===== config.mk =====
export PLATFORM = sky130hd
export DESIGN_NAME = i2c_bus_recovery_sequencer
export DESIGN_NICKNAME = d
export VERILOG_FILES = /design/src/hw/rtl/i2cbr_pkg.sv /design/src/hw/rtl/i2c_bus_recovery_sequencer.sv /design/src/hw/rtl/i2cbr_cfg.sv /design/src/hw/rtl/i2cbr_core.sv
export SDC_FILE = /design/constraint.sdc
export NUM_CORES = 1
export LEC_CHECK = 0
export ABC_AREA = 1
export BUFFER_PORTS_ARGS = -buffer_cell sky130_fd_sc_hd__buf_2
export CAP_MARGIN = 0
export CORE_UTILIZATION = 50
export DETAILED_ROUTE_END_ITERATION = 10
export PLACE_DENSITY = 0.68
export SYNTH_ARGS = -nofsm -noshare
export SYNTH_HDL_FRONTEND = slang
export SYNTH_SLANG_ARGS = --single-unit

===== constraint.sdc =====
create_clock -name clk -period 2.2 [get_ports clk]
set_input_delay 0.44 -clock clk [delete_from_list [all_inputs] [get_ports clk]]
set_output_delay 0.44 -clock clk [all_outputs]
set_load 0.05 [all_outputs]

===== src/hw/rtl/i2cbr_pkg.sv =====
`default_nettype none

package i2cbr_pkg;

  // Configuration register indexes
  localparam logic [1:0] REG_MAX_CLOCKS  = 2'd0;
  localparam logic [1:0] REG_HALF_PERIOD = 2'd1;
  localparam logic [1:0] REG_SETTLE      = 2'd2;

  localparam int CFG_ADDR_W = 2;
  localparam int CFG_DATA_W = 8;

  // Reset values of the configuration registers
  localparam logic [3:0] MAX_CLOCKS_RST  = 4'd9;
  localparam logic [7:0] HALF_PERIOD_RST = 8'd1;
  localparam logic [7:0] SETTLE_RST      = 8'd1;

  typedef struct packed {
    logic [3:0] max_clocks;
    logic [7:0] half_period_ticks;
    logic [7:0] settle_ticks;
  } cfg_t;

  // One result item
  typedef struct packed {
    logic [3:0] clocks_sent;
    logic       bus_error;
    logic       done_res;
    logic       busy_res;
    logic       pins_taken;
    logic       sda_release;
    logic       scl_release;
  } res_t;

endpackage

`default_nettype wire


===== src/hw/rtl/i2c_bus_recovery_sequencer.sv =====
`default_nettype none

// I2C bus-clear sequencer, one result per tick item.
// The result is registered and is valid in the cycle after the input transfer.
// Throughput: one item per cycle; the output register refills in the cycle
// it is drained, so rate is set only by the downstream tready.
// Reset (rst_n low, synchronous): idle, counters and outcome cleared,
// registers back to max_clocks 9, half period 1, settle 1.
module i2c_bus_recovery_sequencer
  import i2cbr_pkg::*;
(
  input  wire logic                  clk,
  input  wire logic                  rst_n,
  input  wire logic                  in_tvalid,
  output      logic                  in_tready,
  input  wire logic [7:0]            in_tdata,   // [0] scl_level, [1] sda_level
  input  wire logic                  in_tuser,   // [0] command
  output      logic                  out_tvalid,
  input  wire logic                  out_tready,
  // [0] scl_release, [1] sda_release, [2] pins_taken, [3] busy_res,
  // [4] done_res, [5] bus_error, [9:6] clocks_sent
  output      logic [15:0]           out_tdata,
  input  wire logic                  cfg_we,
  input  wire logic [CFG_ADDR_W-1:0] cfg_addr,
  input  wire logic [CFG_DATA_W-1:0] cfg_wdata
);

  cfg_t cfg;
  res_t res;
  res_t res_r;
  logic out_valid_r;
  logic accept;

  i2cbr_cfg u_cfg (
    .clk       (clk),
    .rst_n     (rst_n),
    .cfg_we    (cfg_we),
    .cfg_addr  (cfg_addr),
    .cfg_wdata (cfg_wdata),
    .cfg       (cfg)
  );

  // Accept when the output slot is free or drains this cycle
  assign in_tready = ~out_valid_r | out_tready;
  assign accept    = in_tvalid & in_tready;

  i2cbr_core u_core (
    .clk       (clk),
    .rst_n     (rst_n),
    .advance   (accept),
    .command   (in_tuser),
    .scl_level (in_tdata[0]),
    .sda_level (in_tdata[1]),
    .cfg       (cfg),
    .res       (res)
  );

  // Output register
  always_ff @(posedge clk) begin
    if (!rst_n) begin
      out_valid_r <= 1'b0;
    end else if (accept) begin
      out_valid_r <= 1'b1;
    end else if (out_tready) begin
      out_valid_r <= 1'b0;
    end
  end

  always_ff @(posedge clk) begin
    if (accept) begin
      res_r <= res;
    end
  end

  assign out_tvalid = out_valid_r;
  assign out_tdata  = {6'd0, res_r};

endmodule

`default_nettype wire


===== src/hw/rtl/i2cbr_cfg.sv =====
`default_nettype none

module i2cbr_cfg
  import i2cbr_pkg::*;
(
  input  wire logic                  clk,
  input  wire logic                  rst_n,
  input  wire logic                  cfg_we,
  input  wire logic [CFG_ADDR_W-1:0] cfg_addr,
  input  wire logic [CFG_DATA_W-1:0] cfg_wdata,
  output      cfg_t                  cfg
);

  cfg_t cfg_r;

  // Register file, write only; unknown index is dropped
  always_ff @(posedge clk) begin
    if (!rst_n) begin
      cfg_r.max_clocks        <= MAX_CLOCKS_RST;
      cfg_r.half_period_ticks <= HALF_PERIOD_RST;
      cfg_r.settle_ticks      <= SETTLE_RST;
    end else if (cfg_we) begin
      unique case (cfg_addr)
        REG_MAX_CLOCKS:  cfg_r.max_clocks        <= cfg_wdata[3:0];
        REG_HALF_PERIOD: cfg_r.half_period_ticks <= cfg_wdata;
        REG_SETTLE:      cfg_r.settle_ticks      <= cfg_wdata;
        default: ;
      endcase
    end
  end

  assign cfg = cfg_r;

endmodule

`default_nettype wire


===== src/hw/rtl/i2cbr_core.sv =====
`default_nettype none

module i2cbr_core
  import i2cbr_pkg::*;
(
  input  wire logic clk,
  input  wire logic rst_n,
  input  wire logic advance,
  input  wire logic command,
  input  wire logic scl_level,
  input  wire logic sda_level,
  input  wire cfg_t cfg,
  output      res_t res
);

  localparam logic [2:0] PH_IDLE      = 3'd0;
  localparam logic [2:0] PH_SETTLE    = 3'd1;
  localparam logic [2:0] PH_CLK_LOW   = 3'd2;
  localparam logic [2:0] PH_CLK_HIGH  = 3'd3;
  localparam logic [2:0] PH_PRE_STOP  = 3'd4;
  localparam logic [2:0] PH_STOP_LOW  = 3'd5;
  localparam logic [2:0] PH_STOP_HIGH = 3'd6;

  logic [2:0] phase_r, phase_nxt;
  logic [7:0] wait_r, wait_nxt;
  logic [3:0] pulse_r, pulse_nxt;
  logic       err_r, err_nxt;
  logic [3:0] last_r, last_nxt;
  logic       done;
  logic [7:0] settle_load, half_load;
  logic [3:0] pulse_inc;

  // A wait of n ticks loads n-1; zero acts as one
  assign settle_load = (cfg.settle_ticks == 8'd0) ? 8'd0 : cfg.settle_ticks - 8'd1;
  assign half_load   = (cfg.half_period_ticks == 8'd0) ? 8'd0
                                                       : cfg.half_period_ticks - 8'd1;
  assign pulse_inc   = pulse_r + 4'd1;

  // Next state for one tick or start item
  always_comb begin
    phase_nxt = phase_r;
    wait_nxt  = wait_r;
    pulse_nxt = pulse_r;
    err_nxt   = err_r;
    last_nxt  = last_r;
    done      = 1'b0;
    if (phase_r == PH_IDLE || phase_r > PH_STOP_HIGH) begin
      phase_nxt = PH_IDLE;
      if (command) begin
        pulse_nxt = 4'd0;
        phase_nxt = PH_SETTLE;
        wait_nxt  = settle_load;
      end
    end else if (wait_r != 8'd0) begin
      wait_nxt = wait_r - 8'd1;
    end else begin
      unique case (phase_r)
        PH_SETTLE: begin
          if ((scl_level && sda_level) || cfg.max_clocks == 4'd0) begin
            phase_nxt = PH_PRE_STOP;
            wait_nxt  = settle_load;
          end else begin
            phase_nxt = PH_CLK_LOW;
            wait_nxt  = half_load;
          end
        end
        PH_CLK_LOW: begin
          phase_nxt = PH_CLK_HIGH;
          wait_nxt  = half_load;
        end
        PH_CLK_HIGH: begin
          pulse_nxt = pulse_inc;
          if (sda_level || pulse_inc >= cfg.max_clocks) begin
            phase_nxt = PH_PRE_STOP;
            wait_nxt  = settle_load;
          end else begin
            phase_nxt = PH_CLK_LOW;
            wait_nxt  = half_load;
          end
        end
        PH_PRE_STOP: begin
          phase_nxt = PH_STOP_LOW;
          wait_nxt  = settle_load;
        end
        PH_STOP_LOW: begin
          phase_nxt = PH_STOP_HIGH;
          wait_nxt  = settle_load;
        end
        default: begin
          // end of STOP: check the bus and report
          err_nxt   = ~(scl_level & sda_level);
          last_nxt  = pulse_r;
          phase_nxt = PH_IDLE;
          wait_nxt  = 8'd0;
          done      = 1'b1;
        end
      endcase
    end
  end

  // State registers move only on an accepted item
  always_ff @(posedge clk) begin
    if (!rst_n) begin
      phase_r <= PH_IDLE;
      wait_r  <= 8'd0;
      pulse_r <= 4'd0;
      err_r   <= 1'b0;
      last_r  <= 4'd0;
    end else if (advance) begin
      phase_r <= phase_nxt;
      wait_r  <= wait_nxt;
      pulse_r <= pulse_nxt;
      err_r   <= err_nxt;
      last_r  <= last_nxt;
    end
  end

  // Result from the state after this item
  always_comb begin
    res.scl_release = (phase_nxt != PH_CLK_LOW);
    res.sda_release = (phase_nxt != PH_STOP_LOW);
    res.pins_taken  = (phase_nxt != PH_IDLE);
    res.busy_res    = (phase_nxt != PH_IDLE);
    res.done_res    = done;
    res.bus_error   = err_nxt;
    res.clocks_sent = last_nxt;
  end

endmodule

`default_nettype wire

==> impl_metrics.env <==
export IMPL_via_per_inst=5.12
export IMPL_clkLatencyLatePin_ns=0.31
export IMPL_min_to="u_cfg.cfg[14]"
export IMPL_grt_pass1_vias=2393
export IMPL_synthToLayoutAreaGrowth_pct=14.6
export IMPL_r2r_start="u_core.pulse_r[1]"
export IMPL_cts_root_buffer="clkbuf_8"
export IMPL_seq_power_share_pct=43.6
export IMPL_p_sw_share_pct=35.4
export IMPL_fin_crit_sh_pct=93.8
export IMPL_slowest_delay_ns=0.36
export IMPL_ant_nets=0
export IMPL_vias=2745
export IMPL_crit_required_ns=2.28
export IMPL_antennaDiodeCount=0
export IMPL_rsz0062_at_grt="yes"
export IMPL_coreArea_mm2=0.00564
export IMPL_fin_ws_ns=0.136
export IMPL_max_clock_path_buffers=2
export IMPL_synthTopCellsByCount="nand2_1 (74), nor2_1 (62), inv_1 (57)"
export IMPL_period_needed_ns=2.06
export IMPL_p_clk_share_pct=27.7
export IMPL_worst_r2r_endpoint="out_tdata[0]"
export IMPL_min_path_cells=3
export IMPL_grt_start_max_net_pins=29
export IMPL_skew_ns=0.00934
export IMPL_holdBufCountCts=0
export IMPL_cp_start_kind="flop"
export IMPL_dp_hpwl_mm=4.79
export IMPL_synthArstFlopShare_pct=0
export IMPL_grtUsageTotal_pct=21.8
export IMPL_wl_mm=6.44
export IMPL_synthCells=428
export IMPL_drcViolationCount=0
export IMPL_critPathMaxFanout=3
export IMPL_grt_first_pass_wirelength_mm=10.7
export IMPL_clkTransAtPathRegs_ns=0.10
export IMPL_die_w_um=79.3
export IMPL_fmax_ghz=0.484
export IMPL_p_leak_nw=1.60
export IMPL_min_path_type="in -> reg"
export IMPL_finalSetupViolCount=0
export IMPL_p_total_w=0.00242
export IMPL_cts_made_buffers=5
export IMPL_yosysWarnings=0
export IMPL_antenna_found_initial=0
export IMPL_final_cell_area_mm2=0.00342
export IMPL_drive_above_1_share_pct=19.8
export IMPL_nFillCells=538
export IMPL_crit_path_start="u_core.pulse_r[1]"
export IMPL_synth_top_area_share_pct=27.5
export IMPL_hold_viol=0
export IMPL_critPathKind="reg -> reg"
export IMPL_path_cells="ha_4 -> xor2_2 -> ha_1 -> nand2_2 -> inv_2 -> nand2_1 -> nand4_1 -> nand2_1 -> nand2_2 -> o21ai_1 -> nand2_1 -> o21ai_2 -> nand2_1"
export IMPL_status="complete, no violations"
export IMPL_drv_cap=0
export IMPL_dr_pass1_iters=5
export IMPL_dpl_cell_count=527
export IMPL_cts_htree_levels=2
export IMPL_drtIter0Drc=148
export IMPL_hold_path_startpoint="cfg_wdata[6]"
export IMPL_postSynthAreaPerCell_um2=6.98
export IMPL_cts_tree="yes"
export IMPL_p_per_area_mw_per_mm2=706
export IMPL_synth_seq_area_share_pct=36.5
export IMPL_p_sw_w=0.000856
export IMPL_netlist_area_mm2=0.00299
export IMPL_crit_slowest_cell="dfxtp_2"
export IMPL_dieArea_mm2=0.00629
export IMPL_cts_sinks=50
export IMPL_num_io_pins=42
export IMPL_port_buffers=29
export IMPL_pre_cts_ws_ns=0.00740
export IMPL_ir_drop_uv=314
export IMPL_ys_ff_latch=50
export IMPL_detail_route_wl_per_cell_um=12.0
export IMPL_final_cells=536
export IMPL_intPower_w=0.00156
export IMPL_fin_nets=499
export IMPL_gp_congestion=0.865
export IMPL_drv_slew=0
export IMPL_synth_edf_count=9
export IMPL_synth_most_common_cell="nand2_1"
export IMPL_rows=27
export IMPL_ys_types=35
export IMPL_initial_core_util_pct=53.0
export IMPL_synthTopCellsByArea="dfxtp_1 (27%), nand2_1 (9.3%), edfxtp_1 (9.0%)"
export IMPL_crit_path_end_kind="flop"
export IMPL_yosys_most_used_dff="dfxtp_1"
export IMPL_reg2reg_depth=13
export IMPL_combPwrFrac_pct=28.7
export IMPL_timing_hold_ws_ns=0.364
export IMPL_placed_cell_area_mm2=0.00322
export IMPL_grt_overflow=0
export IMPL_yosys_area_top_type="dfxtp_1"
export IMPL_crit_arrival_ns=2.14
export IMPL_crit_top_cell="nand2_1"
export IMPL_rrSetupSlack_ns=0.14
export IMPL_die_h_um=79.3
==> metal layers <==
layer	vias up	wire length, µm	track usage (%)
met1	1253	3070	28.2
met2	61	3050	36.4
met5	-	0	0
met4	0	93	7.64
li1	1423	-	-
met3	8	225	3.79
==> critical path, delay by kind of cell, from the launching register on <==
| kind | cells | cell delay (ns) |
|---|---|---|
| simple gates | 7 | 0.61 |
| fa+ha+maj | 2 | 0.46 |
| flops | 1 | 0.36 |
| xor+xnor | 1 | 0.17 |
| compound gates | 2 | 0.17 |
| buf+inv | 1 | 0.03 |
==> final cells by class <==
type                    count  area [µm²]  share of cell area, %
well taps                  72        90.1                   2.63
repair buffers             38         213                   6.21
clock buffers               5        68.8                   2.01
clock inverters             3        45.0                   1.32
inverters                  65         251                   7.35
multi-input cells         303        1660                   48.4
flip-flops and latches     50        1100                   32.1
==> registers in the layout, indices dropped and copies added (netlist names) <==
name,count
out_tdata,9
u_core.err_r,1
u_cfg.cfg,20
u_core.pulse_r,4
u_core.wait_r,8
u_core.last_r,4
u_core.phase_r,3
out_tvalid,1
==> what timing repair did <==
action	CTS	global route
setup buffers	0	1
pin swaps	0	14
endpoints found under the setup margin	2	12
resized for setup	1	29
==> power groups by stage <==
stage / sequential [W] / combinational, W / clock (W)
after CTS: 0.00105 / 0.000669 / 0.000676
final: 0.00105 / 0.000694 / 0.000668
after detailed placement: 0.00107 / 0.000665 / 0
after floorplan: 0.00112 / 0.000482 / 0
after global placement: 0.00107 / 0.000656 / 0
after global routing: 0.00106 / 0.000775 / 0.000710
==> cells by family after synthesis <==
logic type	Yosys count	share of synthesized area (%)
compound gates	90	16.6
simple gates	181	26.3
other cells	1	0.126
xor+xnor	14	4.10
fa+ha+maj	12	5.02
buf+inv	80	11.3
flops	50	36.5
==> per-stage QoR <==
stage	setup TNS, ns	utilization [%]
after floorplan	0	-
after global placement	0	57.0
after detailed placement	0	57.0
after CTS	0	59.1
after global routing	-0.0309	60.7
final	0	60.7
==> cell usage in the layout (no fill, tap or decap), types with 2 or more instances in the layout <==
cell type,n
inv_4,2
o21ai_1,8
nand3_1,18
o21ai_0,30
nor3_1,9
ha_1,11
inv_2,5
conb_1,6
clkinvlp_4,2
clkinv_2,2
nor2_1,61
clkbuf_8,5
o21ai_2,7
dfxtp_1,38
nand2_4,6
nand2_1,66
edfxtp_1,9
a21oi_1,34
nor2_2,3
xor2_2,2
buf_2,29
nand4_1,3
inv_1,55
nand2_2,9
buf_4,9
xnor2_1,2
nor2_4,2
o21bai_1,2
xor2_1,10
o211ai_1,5
nand3_2,2
dfxtp_4,2
==> worst max path at each step <==
stage / endpoint / slack [ns]
2_1_floorplan: u_core.wait_r[4] / 0.04
3_3_place_gp: out_tdata[0] / 0.04
3_5_place_dp: out_tdata[0] / 0.007
4_1_cts: out_tdata[0] / 0.02
5_1_grt: u_core.wait_r[4] / -0.01
6_report: out_tdata[0] / 0.14
Note: power is estimated with default switching activity, not from simulation.
